### src/hdl/pidsp_pkg.sv
`timescale 1ns / 1ps
`default_nettype none
// ----------------------------------------------------------------------------
// pidsp_pkg
// Types, constants and helpers for the PID speed to pedal frame block.
// ----------------------------------------------------------------------------
package pidsp_pkg;

  localparam int CFG_W   = 25;          // widest register
  localparam int IDX_W   = 3;
  localparam int ACC_W   = 60;          // product accumulator
  localparam int SAT_W   = ACC_W - 16;  // accumulator after the Q16.16 shift
  localparam int ERR_W   = 24;
  localparam int MULT_W  = 25;
  localparam int FRAME_N = 17;
  localparam int CNT_W   = 5;
  localparam logic [CNT_W-1:0] CNT_LAST = CNT_W'(FRAME_N - 1);

  // register indexes
  localparam logic [IDX_W-1:0] REG_TARGET   = 3'd0;
  localparam logic [IDX_W-1:0] REG_GAIN_P   = 3'd1;
  localparam logic [IDX_W-1:0] REG_GAIN_I   = 3'd2;
  localparam logic [IDX_W-1:0] REG_GAIN_D   = 3'd3;
  localparam logic [IDX_W-1:0] REG_STEP     = 3'd4;
  localparam logic [IDX_W-1:0] REG_ACC_SC   = 3'd5;
  localparam logic [IDX_W-1:0] REG_BRK_SC   = 3'd6;
  localparam logic [IDX_W-1:0] REG_ACC_OFS  = 3'd7;

  localparam logic [7:0] CMD_MIN      = 8'd100;
  localparam logic [7:0] CMD_MAX      = 8'd200;
  localparam logic [7:0] STEER_CENTER = 8'd140;
  localparam logic signed [7:0] STEER_LIM = 8'sd40;
  localparam logic [7:0] ASCII_ZERO   = 8'd48;
  localparam logic [7:0] GEAR_CODE    = 8'd2;
  localparam logic [7:0] CH_SLASH     = 8'h2F;
  localparam logic [7:0] CH_BSLASH    = 8'h5C;
  localparam logic [7:0] CH_N         = 8'h6E;

  // floor(x * 5 / 18) = (x * 18205) >> 16 for x below 256
  localparam logic [14:0] KMH_RECIP   = 15'd18205;

  localparam logic signed [ACC_W-1:0] PA_LIMIT = -(60'sd2 <<< 40);

  typedef struct packed {
    logic        [7:0] speed_kmh;
    logic signed [7:0] steer_target;
  } in_t;

  typedef struct packed {
    logic [7:0] frame_byte;
    logic       frame_last;
  } out_t;

  typedef enum logic [12:0] {
    S_IDLE = 13'b0000000000001,
    S_ERR  = 13'b0000000000010,
    S_MST  = 13'b0000000000100,
    S_INT  = 13'b0000000001000,
    S_MGP  = 13'b0000000010000,
    S_MGI  = 13'b0000000100000,
    S_MGD  = 13'b0000001000000,
    S_DRV  = 13'b0000010000000,
    S_MPA  = 13'b0000100000000,
    S_PA   = 13'b0001000000000,
    S_MPB  = 13'b0010000000000,
    S_CMD  = 13'b0100000000000,
    S_OUT  = 13'b1000000000000
  } state_t;

  // saturate to the signed 32-bit range
  function automatic logic signed [31:0] sat32(input logic signed [SAT_W-1:0] x);
    logic fits;
    fits = (x[SAT_W-1:31] == '0) || (x[SAT_W-1:31] == '1);
    if (fits) return x[31:0];
    return x[SAT_W-1] ? 32'h8000_0000 : 32'h7FFF_FFFF;
  endfunction

  // Q20.40 to command: truncate, clamp to 100..200
  function automatic logic [7:0] cmd_from(input logic signed [ACC_W-1:0] q);
    logic [ACC_W-41:0] v;
    v = q[ACC_W-1:40];
    if (q[ACC_W-1])            return CMD_MIN;
    if (v > 20'(CMD_MAX))      return CMD_MAX;
    if (v < 20'(CMD_MIN))      return CMD_MIN;
    return v[7:0];
  endfunction

  // three ASCII digits of a value in 100..200, hundreds first
  function automatic logic [23:0] ascii3(input logic [7:0] v);
    logic [7:0]  h;
    logic [7:0]  r;
    logic [14:0] pr;
    logic [7:0]  t;
    logic [7:0]  u;
    h  = (v >= 8'd200) ? 8'd2 : 8'd1;
    r  = (v >= 8'd200) ? (v - 8'd200) : (v - 8'd100);
    pr = 15'(r[6:0]) * 15'd205;      // r / 10 for r below 100
    t  = 8'(pr[14:11]);
    u  = r - 8'(t * 8'd10);
    return {ASCII_ZERO + h, ASCII_ZERO + t, ASCII_ZERO + u};
  endfunction

endpackage
`default_nettype wire

### src/hdl/pid_speed_to_pedal_frame.sv
`timescale 1ns / 1ps
`default_nettype none
// ----------------------------------------------------------------------------
// pid_speed_to_pedal_frame
// PID speed loop that turns one speed/steering sample into a 17-byte frame.
// ----------------------------------------------------------------------------
// Usage
//   Input channel in_valid/in_ready/in_data carries one sample per control
//   tick: measured speed in km/h and a signed steering target in degrees.
//   Output channel out_valid/out_ready/out_data returns the command frame,
//   one ASCII byte per transfer, frame_last set on byte 16.
//   cfg_we/cfg_index/cfg_wdata write the eight loop registers; write them
//   only while no sample is in flight.
// Timing
//   All products go through one shift-add multiplier, one multiplier bit per
//   cycle; a pass stops once the remaining gain bits are zero. Six passes
//   (step time, three gains, two pedal scales) and five other steps lie
//   between the input transfer and the first frame byte on out_data. One
//   sample at a time: in_ready is high only once the last byte has gone.
// Reset
//   Registers return to their defaults, integral and previous error clear.
// Stall
//   The frame sits in a byte shift register; out_data holds while out_ready
//   is low and nothing is lost.
// ----------------------------------------------------------------------------
module pid_speed_to_pedal_frame (
  input  wire                          clk,
  input  wire                          rst_n,
  input  wire                          in_valid,
  output logic                         in_ready,
  input  pidsp_pkg::in_t               in_data,
  output logic                         out_valid,
  input  wire                          out_ready,
  output pidsp_pkg::out_t              out_data,
  input  wire                          cfg_we,
  input  wire  [pidsp_pkg::IDX_W-1:0]  cfg_index,
  input  wire  [pidsp_pkg::CFG_W-1:0]  cfg_wdata
);
  import pidsp_pkg::*;

  // loop registers
  logic [21:0] target_r;
  logic [22:0] gain_p_r, gain_i_r, gain_d_r;
  logic [16:0] step_r;
  logic [24:0] acc_sc_r, brk_sc_r;
  logic [6:0]  acc_ofs_r;

  state_t state_r, state_nxt;

  logic        [6:0]       speed_r,    speed_nxt;
  logic signed [7:0]       steer_r,    steer_nxt;
  logic signed [ERR_W-1:0] err_r,      err_nxt;
  logic signed [32:0]      diff_r,     diff_nxt;
  logic signed [31:0]      integ_r,    integ_nxt;
  logic signed [31:0]      prev_r,     prev_nxt;
  logic signed [31:0]      drive_r,    drive_nxt;
  logic signed [ACC_W-1:0] acc_r,      acc_nxt;
  logic signed [ACC_W-1:0] mcand_r,    mcand_nxt;
  logic        [MULT_W-1:0] mult_r,    mult_nxt;
  logic signed [ACC_W-1:0] qa_r,       qa_nxt;
  logic                    pa_ok_r,    pa_ok_nxt;
  logic        [7:0]       frame_r [FRAME_N];
  logic        [7:0]       frame_nxt [FRAME_N];
  logic        [CNT_W-1:0] cnt_r,      cnt_nxt;
  logic                    out_valid_r, out_valid_nxt;

  logic        [22:0]       kmh_prod;
  logic signed [ERR_W-1:0]  err_c;
  logic                     mul_done;
  logic signed [SAT_W-1:0]  integ_sum;
  logic signed [ACC_W-1:0]  qb_c;
  logic        [7:0]        acc_cmd, brk_cmd, str_cmd;
  logic signed [7:0]        steer_cl;
  logic        [23:0]       str_d, brk_d, acc_d;

  // ---- configuration ------------------------------------------------------
  always_ff @(posedge clk) begin
    if (!rst_n) begin
      target_r  <= 22'd131072;
      gain_p_r  <= 23'd524288;
      gain_i_r  <= 23'd983040;
      gain_d_r  <= 23'd245760;
      step_r    <= 17'd5243;
      acc_sc_r  <= 25'd16777;
      brk_sc_r  <= 25'd134218;
      acc_ofs_r <= 7'd12;
    end else if (cfg_we) begin
      case (cfg_index)
        REG_TARGET:  target_r  <= cfg_wdata[21:0];
        REG_GAIN_P:  gain_p_r  <= cfg_wdata[22:0];
        REG_GAIN_I:  gain_i_r  <= cfg_wdata[22:0];
        REG_GAIN_D:  gain_d_r  <= cfg_wdata[22:0];
        REG_STEP:    step_r    <= cfg_wdata[16:0];
        REG_ACC_SC:  acc_sc_r  <= cfg_wdata[24:0];
        REG_BRK_SC:  brk_sc_r  <= cfg_wdata[24:0];
        REG_ACC_OFS: acc_ofs_r <= cfg_wdata[6:0];
        default: ;
      endcase
    end
  end

  // ---- datapath helpers ---------------------------------------------------
  assign kmh_prod  = 23'(in_data.speed_kmh) * 23'(KMH_RECIP);
  // error = target - speed_ms in Q16.16
  assign err_c     = $signed({2'b00, target_r}) - $signed({1'b0, speed_r, 16'd0});
  assign mul_done  = (mult_r == '0);
  // previous integral plus floor(err * step_time / 2^16)
  assign integ_sum = $signed({{(SAT_W-32){integ_r[31]}}, integ_r}) + acc_r[ACC_W-1:16];
  assign qb_c      = $signed({12'd0, CMD_MIN, 40'd0}) - acc_r;

  assign steer_cl  = (steer_r > STEER_LIM)  ? STEER_LIM :
                     (steer_r < -STEER_LIM) ? -STEER_LIM : steer_r;
  assign str_cmd   = STEER_CENTER + 8'(steer_cl);
  // throttle when the drive is not clearly negative, brake otherwise
  assign acc_cmd   = pa_ok_r ? cmd_from(qa_r) : CMD_MIN;
  assign brk_cmd   = pa_ok_r ? CMD_MIN : cmd_from(qb_c);
  assign str_d     = ascii3(str_cmd);
  assign brk_d     = ascii3(brk_cmd);
  assign acc_d     = ascii3(acc_cmd);

  // ---- sequencer ----------------------------------------------------------
  always_comb begin
    state_nxt     = state_r;
    speed_nxt     = speed_r;
    steer_nxt     = steer_r;
    err_nxt       = err_r;
    diff_nxt      = diff_r;
    integ_nxt     = integ_r;
    prev_nxt      = prev_r;
    drive_nxt     = drive_r;
    acc_nxt       = acc_r;
    mcand_nxt     = mcand_r;
    mult_nxt      = mult_r;
    qa_nxt        = qa_r;
    pa_ok_nxt     = pa_ok_r;
    cnt_nxt       = cnt_r;
    out_valid_nxt = out_valid_r;
    for (int i = 0; i < FRAME_N; i++) frame_nxt[i] = frame_r[i];

    // one multiplier bit per cycle in the product states
    if (!mul_done) begin
      if (mult_r[0]) acc_nxt = acc_r + mcand_r;
      mcand_nxt = mcand_r <<< 1;
      mult_nxt  = mult_r >> 1;
    end

    case (state_r)
      S_IDLE: begin
        if (in_valid) begin
          speed_nxt = kmh_prod[22:16];
          steer_nxt = in_data.steer_target;
          state_nxt = S_ERR;
        end
      end
      S_ERR: begin
        err_nxt   = err_c;
        acc_nxt   = '0;
        mcand_nxt = {{(ACC_W-ERR_W){err_c[ERR_W-1]}}, err_c};
        mult_nxt  = MULT_W'(step_r);
        state_nxt = S_MST;
      end
      S_MST: begin
        if (mul_done) state_nxt = S_INT;
      end
      S_INT: begin
        integ_nxt = sat32(integ_sum);
        diff_nxt  = 33'(err_r) - 33'(prev_r);
        prev_nxt  = 32'(err_r);
        acc_nxt   = '0;
        mcand_nxt = {{(ACC_W-ERR_W){err_r[ERR_W-1]}}, err_r};
        mult_nxt  = MULT_W'(gain_p_r);
        state_nxt = S_MGP;
      end
      S_MGP: begin
        if (mul_done) begin
          mcand_nxt = {{(ACC_W-32){integ_r[31]}}, integ_r};
          mult_nxt  = MULT_W'(gain_i_r);
          state_nxt = S_MGI;
        end
      end
      S_MGI: begin
        if (mul_done) begin
          mcand_nxt = {{(ACC_W-33){diff_r[32]}}, diff_r};
          mult_nxt  = MULT_W'(gain_d_r);
          state_nxt = S_MGD;
        end
      end
      S_MGD: begin
        if (mul_done) state_nxt = S_DRV;
      end
      S_DRV: begin
        drive_nxt = sat32(acc_r[ACC_W-1:16]);
        acc_nxt   = '0;
        mcand_nxt = {{(ACC_W-32){drive_nxt[31]}}, drive_nxt};
        mult_nxt  = acc_sc_r;
        state_nxt = S_MPA;
      end
      S_MPA: begin
        if (mul_done) state_nxt = S_PA;
      end
      S_PA: begin
        pa_ok_nxt = (acc_r >= PA_LIMIT);
        qa_nxt    = $signed({12'd0, CMD_MIN + {1'b0, acc_ofs_r}, 40'd0}) + acc_r;
        acc_nxt   = '0;
        mcand_nxt = {{(ACC_W-32){drive_r[31]}}, drive_r};
        mult_nxt  = brk_sc_r;
        state_nxt = S_MPB;
      end
      S_MPB: begin
        if (mul_done) state_nxt = S_CMD;
      end
      S_CMD: begin
        frame_nxt[0]  = CH_SLASH;
        frame_nxt[1]  = ASCII_ZERO + GEAR_CODE;
        frame_nxt[2]  = ASCII_ZERO;
        frame_nxt[3]  = ASCII_ZERO;
        frame_nxt[4]  = str_d[23:16];
        frame_nxt[5]  = str_d[15:8];
        frame_nxt[6]  = str_d[7:0];
        frame_nxt[7]  = brk_d[23:16];
        frame_nxt[8]  = brk_d[15:8];
        frame_nxt[9]  = brk_d[7:0];
        frame_nxt[10] = acc_d[23:16];
        frame_nxt[11] = acc_d[15:8];
        frame_nxt[12] = acc_d[7:0];
        frame_nxt[13] = ASCII_ZERO;
        frame_nxt[14] = ASCII_ZERO;
        frame_nxt[15] = CH_BSLASH;
        frame_nxt[16] = CH_N;
        cnt_nxt       = '0;
        out_valid_nxt = 1'b1;
        state_nxt     = S_OUT;
      end
      S_OUT: begin
        if (out_ready) begin
          if (cnt_r == CNT_LAST) begin
            out_valid_nxt = 1'b0;
            state_nxt     = S_IDLE;
          end else begin
            for (int i = 0; i < FRAME_N - 1; i++) frame_nxt[i] = frame_r[i+1];
            cnt_nxt = cnt_r + 1'b1;
          end
        end
      end
      default: begin
        out_valid_nxt = 1'b0;
        state_nxt     = S_IDLE;
      end
    endcase
  end

  always_ff @(posedge clk) begin
    if (!rst_n) begin
      state_r     <= S_IDLE;
      out_valid_r <= 1'b0;
      integ_r     <= '0;
      prev_r      <= '0;
      mult_r      <= '0;
    end else begin
      state_r     <= state_nxt;
      out_valid_r <= out_valid_nxt;
      integ_r     <= integ_nxt;
      prev_r      <= prev_nxt;
      mult_r      <= mult_nxt;
    end
  end

  always_ff @(posedge clk) begin
    speed_r <= speed_nxt;
    steer_r <= steer_nxt;
    err_r   <= err_nxt;
    diff_r  <= diff_nxt;
    drive_r <= drive_nxt;
    acc_r   <= acc_nxt;
    mcand_r <= mcand_nxt;
    qa_r    <= qa_nxt;
    pa_ok_r <= pa_ok_nxt;
    cnt_r   <= cnt_nxt;
    for (int i = 0; i < FRAME_N; i++) frame_r[i] <= frame_nxt[i];
  end

  // ---- ports --------------------------------------------------------------
  assign in_ready            = (state_r == S_IDLE);
  assign out_valid           = out_valid_r;
  assign out_data.frame_byte = frame_r[0];
  assign out_data.frame_last = (cnt_r == CNT_LAST);

  // ---- checks -------------------------------------------------------------
  a_no_overlap: assert property (@(posedge clk) disable iff (!rst_n)
    !(in_ready && out_valid))
    else $error("input taken while a frame is pending");

  a_out_in_state: assert property (@(posedge clk) disable iff (!rst_n)
    out_valid |-> (state_r == S_OUT))
    else $error("frame byte shown outside the output state");

  a_frame_start: assert property (@(posedge clk) disable iff (!rst_n)
    (out_valid && cnt_r == '0) |-> (out_data.frame_byte == CH_SLASH))
    else $error("frame does not open with a slash");

  a_last_ends: assert property (@(posedge clk) disable iff (!rst_n)
    (out_valid && out_ready && out_data.frame_last) |=> (!out_valid && in_ready))
    else $error("block not idle after the last byte");

  a_in_busy: assert property (@(posedge clk) disable iff (!rst_n)
    (in_valid && in_ready) |=> (state_r == S_ERR))
    else $error("input transfer did not start the loop");

endmodule
`default_nettype wire
### config.mk
export PLATFORM = sky130hd
export DESIGN_NAME = pid_speed_to_pedal_frame
export DESIGN_NICKNAME = d
export VERILOG_FILES = /design/src/hdl/pidsp_pkg.sv /design/src/hdl/pid_speed_to_pedal_frame.sv
export SDC_FILE = /design/constraint.sdc
export NUM_CORES = 2
export LEC_CHECK = 0
export BUFFER_PORTS_ARGS = -buffer_cell sky130_fd_sc_hd__buf_2
export CAP_MARGIN = 20
export CELL_PAD_IN_SITES_DETAIL_PLACEMENT = 1
export CELL_PAD_IN_SITES_GLOBAL_PLACEMENT = 1
export CORE_MARGIN = 5
export CORE_UTILIZATION = 45
export CTS_CLUSTER_SIZE = 10
export DETAILED_ROUTE_END_ITERATION = 8
export PLACE_DENSITY_LB_ADDON = 0.1
export SETUP_SLACK_MARGIN = 0.15
export SKIP_CTS_REPAIR_TIMING = 1
export SLEW_MARGIN = 20
export SYNTH_ARGS = -nofsm -noshare
export SYNTH_HDL_FRONTEND = slang
export SYNTH_SLANG_ARGS = --single-unit
### constraint.sdc
create_clock -name clk -period 8.8 [get_ports clk]
set_clock_uncertainty 0.05 [all_clocks]
set_input_delay 1.76 -clock clk [delete_from_list [all_inputs] [get_ports clk]]
set_output_delay 1.76 -clock clk [all_outputs]
set_load 0.02 [all_outputs]
; After elaboration in Yosys (flattened, before gate mapping)
; Memory sizes are Yosys's and may differ from the RTL's.
; Index checks and enable logic that the tools add are counted.
[classes]
n_addsub = 27
n_mul = 7
magnitude_cmp = 10
n_eq_ne = 33
n_mux = 72
n_bitwise = 2
n_reduce_logical = 22
[ops]
columns = op, n
row1 = $pmux 60 s6, 1
row2 = $mux 128, 2
row3 = $pmux 128 s2, 1
row4 = $mux 32, 6
row5 = $mux 60, 3
row6 = $pmux 13 s13, 1
row7 = $mux 8, 20
row8 = $pmux 25 s6, 1
row9 = $mux 13, 9
row10 = $mux 25, 3
row11 = $add 49x60->60, 1
row12 = $add 60x60->60, 1
row13 = $ge 60x42->1 const B, 1
row14 = $sub 48x60->60 const A, 1
row15 = $mul 7x8->15 const B, 3
row16 = $add 44x44->44, 1
row17 = $gt 20x8->1 const B, 2
row18 = $lt 20x7->1 const B, 2
row19 = $eq 13x13->1 const B, 3
row20 = $logic_not 13->1, 2
row21 = $logic_not 25->1, 1
row22 = $sub 24x24->25, 1
row23 = $add 6x8->8 const A, 3
row24 = $ge 8x8->1 const B, 3
row25 = 44 further kinds, 101
[word_totals]
reg_bits = 550
mem_bits_rw = 136
word_cells = 197
n_memories = 1
[memory_table]
columns = memory, depth, word_bits, rd, rd_clocked_by_memory_dff, write_ports, line
row1 = frame_r, 17, 8, 17, 0, 17, pid_speed_to_pedal_frame.sv:62  ; logic [7:0] frame_r [FRAME_N];

; Logic depth before layout (Yosys ltp)
[depth]
ltp_word = 17
ltp_mapped = 45

; Least setup slack after synthesis
; OpenSTA, ideal clock, no wires.
[synth_timing]
path_kind = flip-flop to flip-flop
startpoint = reg steer_r[7]
endpoint = mem frame_r[6][7] (netlist: frame_r[0][55]), data pin
setup_time_ps = 263
t_arrival_ps = 9162
required_ps = 8487
path_slack_ps = -674
path_stages_with_launch = 43
n_path_buf = 0
cell_sequence = edfxtp_1 > inv_1 > or3_1 > ha_1 > or3_1 > inv_1 > ha_1 > a21oi_1 > nor4b_1 > nor2_1 > a21oi_1 > nand2_1 > a31oi_2 > mux2i_1 > xor2_1 > ha_1 > fa_1 > fa_1 > [7 not listed] > a21oi_1 > xor2_1 > inv_1 > ha_1 > ha_1 > inv_1 > fa_1 > inv_1 > ha_1 > inv_1 > ha_1 > a21o_1 > a21oi_1 > xor2_1 > xnor2_1 > xnor2_1 > xnor2_1 > o21ai_1
[synth_rtl]
columns = item, line
row1 = start: declaration, pid_speed_to_pedal_frame.sv:51  ; logic signed [7:0] steer_r, steer_nxt;
row2 = start signal: assignment, pid_speed_to_pedal_frame.sv:270  ; steer_r <= steer_nxt;
row3 = end: declaration, pid_speed_to_pedal_frame.sv:62

==> results by group <==
Routing
  – Final ANT Viol Nets: 0
  – Length of the first detailed-routing pass in iterations: 9
  – Residual DRC: 0
  – Starting DRT DRC Count: 2217
  – Drt wl/cell: around 22 um
  – Drt total wl: roughly 120 mm
  – Vias: roughly 32000
  – Via/cell ratio: 5.85

Synth
  – Post-synthesis mux area share: 0.0111
  – Synth Area in Simple Gates: 0.166
  – Register area share after synthesis: 0.388
  – XOR/XNOR share of the synthesized area: 0.0427
  – Synth Cell Area: roughly 38000 sq um
  – Largest family of logic cells by synthesized area: compound AO/OA/AOI/OAI gates
  – Compound-Gate Fraction of Synth Area: 0.198
  – Post-synth EDFFs: around 240
  – Synth Instances: approximately 4200
  – Synth warnings: 0
  – Primary FF master, synth: dfxtp_1
  – Synth unique cells: between 90 and 100
  – Flops & latches, synth: 616
  – Syn Nets: 4623
  – Async set-or-reset flop fraction in the synthesized netlist: 0
  – Synth Area in Adders: 0.146
  – Mean Syn Cell Area: around 9.1 sq um

Worst setup path
  – Startpoint types: register
  – Reg2reg end: frame_r[0][79]
  – R2R cell count: a little over 40
  – Nature of the critical path endpoint: register
  – Crit path DAT: just under 10 ns
  – Register-to-Register Setup Slack: -0.55 ns
  – Worst Path Max Fanout: 5
  – Crit-path slowest cell: fa_1
  – Worst path max stage delay: between 0.5 and 0.6 ns
  – Critical path data required time: between 9 and 10 ns
  – Crit Path Class: reg2reg
  – R2r startpoint: acc_r[21]

STA
  – Slew HR: 0.289
  – Worst hold slack: between 0.4 and 0.5 ns
  – Final hold vios: 0
  – # setup viols final: 3
  – Final worst slack: -0.549 ns
  – Minimum clock period: around 9.3 ns
  – RSZ-0062 raised after global routing: true
  – Fmax: around 0.11 GHz
  – Slew Viols, Final: 0
  – Period utilisation layout: 1.06
  – Worst Tran Pin Value: ~1.1 ns

Pwr
  – Worst VDD drop: between 0.4 and 0.5 mV
  – Pleak: between 15 and 20 nW
  – Power Dens Cells: about 380 nW/um^2

Worst hold path
  – WHS Path Cells: 2
  – Worst Hold Path EP: gain_i_r[9]
  – Worst hold path type: reg2reg
  – Min-delay src: gain_i_r[9]

Floorplan
  – Chip width: around 300 um
  – FP Rows: approximately 110
  – Full die area: around 90000 sq um
  – Io pins: 60
  – Core area: between 80000 and 90000 sq um
  – Initial Util: 0.453
  – Die Y: 300 um

Run status
  – Status: complete, but fails checks
  – Failing checks: setup timing

GRT
  – Largest net degree at the start of global routing: 99
  – Number of global-route vias before repair: roughly 33000
  – Initial antenna violation count: 4
  – Tot GR Track Use: 0.259
  – First-pass GRT wire length: between 150 and 200 mm
  – Grt ovf: 0

Finish
  – Final non-filler cell total: ~5500
  – FILL cells: ~9600
  – Final #Nets: a little under 5000
  – Area grow syn2layout: 16.3%
  – Fin util: 0.527
  – Ratio of cells with drive above 1 in the final layout: 0.149

Placed design
  – Post-place setup slack: -0.435 ns
  – DP Cell Count: 5337
  – DP HPWL: approximately 85 mm
  – Routability-driven placement congestion ratio: a little over 0.9
  – IO buf count: 59

Clock tree
  – Maximum root-to-sink buffer count: 3
  – CTS sink cnt: 616
  – TritonCTS Buffers: 77
  – CTS tree: yes
  – Max H-tree Level: 3
  – Clk root buf: clkbuf_16
  – Clock transition at path regs: roughly 0.060 ns
  – Worst skew pair latency: between 0.6 and 0.7 ns

Flow run
  – Max-Cap Viols: 0
[where the power goes]
group / internal (mW) / switching, mW
Sequential: 3.52 / 0.236
Clock: 1.70 / 1.31
Combinational: 4.76 / 5.39
[through the flow]
step                power, mW  setup TNS (ns)  area (sq um)
floorplan                9.88               0         38100
global placement         12.4          -0.241         40800
detailed placement       12.7           -1.07         40800
CTS                      15.9           -1.27         43200
global route             18.2           -2.55         44000
finish                   16.9          -0.850         44000
[worst max-delay path by stage]
stage	start	cells after the start	endpoint	slack, ns
CTS	acc_r[3]	39	frame_r[0][79]	-0.48
detailed placement	acc_r[3]	39	frame_r[0][79]	-0.44
floorplan	acc_r[40]	38	frame_r[0][79]	0.02
global route	acc_r[21]	43	frame_r[0][79]	-0.93
finish	acc_r[21]	41	frame_r[0][79]	-0.55
global placement	acc_r[11]	44	frame_r[0][79]	-0.18
[critical path: cells and delay by family (launching register included)]
family                     cells  cell delay [ns]
AOI/OAI and AO/OA              7             1.36
muxes                          2             0.59
and+or+nand+nor                9             1.75
DFF                            1             0.32
buffers and inverters          8             0.94
xor gates and xnor gates       4             0.87
adders and majority gates     11             3.17
[cell usage in the layout (no fill, tap or decap), types with 58 or more instances in the layout]
master       n
dfxtp_1    376
nand2_1    567
buf_4      256
xnor2_1    101
a21o_1      95
inv_1      230
buf_2       59
clkbuf_16   77
xor2_1      69
edfxtp_1   236
ha_1       319
a21oi_1    370
o21ai_0    137
and2_1      58
nor2_1     264
nand3_1    103
[synthesized netlist by cell type (36+ instances only)]
library cell	count	area, sq um
inv_1	254	953
nor3_1	56	280
o21ai_0	147	736
edfxtp_1	236	7090
nand2b_1	55	344
a22oi_1	54	405
nand3_1	103	515
o21a_1	44	330
clkbuf_1	165	619
nor2_1	275	1030
o21bai_1	36	270
xnor2_1	109	955
dfxtp_1	380	7610
ha_1	353	4420
a211oi_1	40	300
a21oi_1	389	1950
and2_1	58	363
nand2_1	571	2140
a21o_1	95	713
and3_1	36	225
xor2_1	73	639
a222oi_1	49	490
fa_1	55	1100
[registers in the layout, summed over array words and instances (netlist names), 24 cells and up]
| name | flops |
|---|---|
| prev_r | 24 |
| integ_r | 32 |
| err_r | 24 |
| mcand_r | 60 |
| diff_r | 25 |
| mult_r | 25 |
| frame_r | 114 |
| acc_r | 60 |
| brk_sc_r | 25 |
| acc_sc_r | 25 |
| drive_r | 32 |
[metal layers]
metal | global-route usage | vias to the layer above | share of wire
met4 | 0.0998 | 2 | 0.044
met5 | 0 | - | 0.00010
met3 | 0.0392 | 231 | 0.044
met1 | 0.329 | 15900 | 0.43
met2 | 0.447 | 625 | 0.48
li1 | - | 15300 | -
[cells by family after synthesis]
kind of cell	Yosys count
compound gates	1120
xor+xnor	183
fa+ha+maj	408
buf+inv	466
flops	616
mux	41
simple gates	1332
[cell type report]
cell class | count | area (sq um) | area share
Antenna cell | 3 | 7.51 | 0.000171
Clock buffer | 109 | 2090 | 0.0474
Clock inverter | 20 | 267 | 0.00606
Inverter | 258 | 976 | 0.0222
Multi-Input combinational cell | 3084 | 22300 | 0.507
Sequential cell | 616 | 14700 | 0.334
Tap cell | 1080 | 1350 | 0.0307
Timing Repair Buffer | 322 | 2310 | 0.0525
No activity file was read; power rests on OpenSTA's default activity.
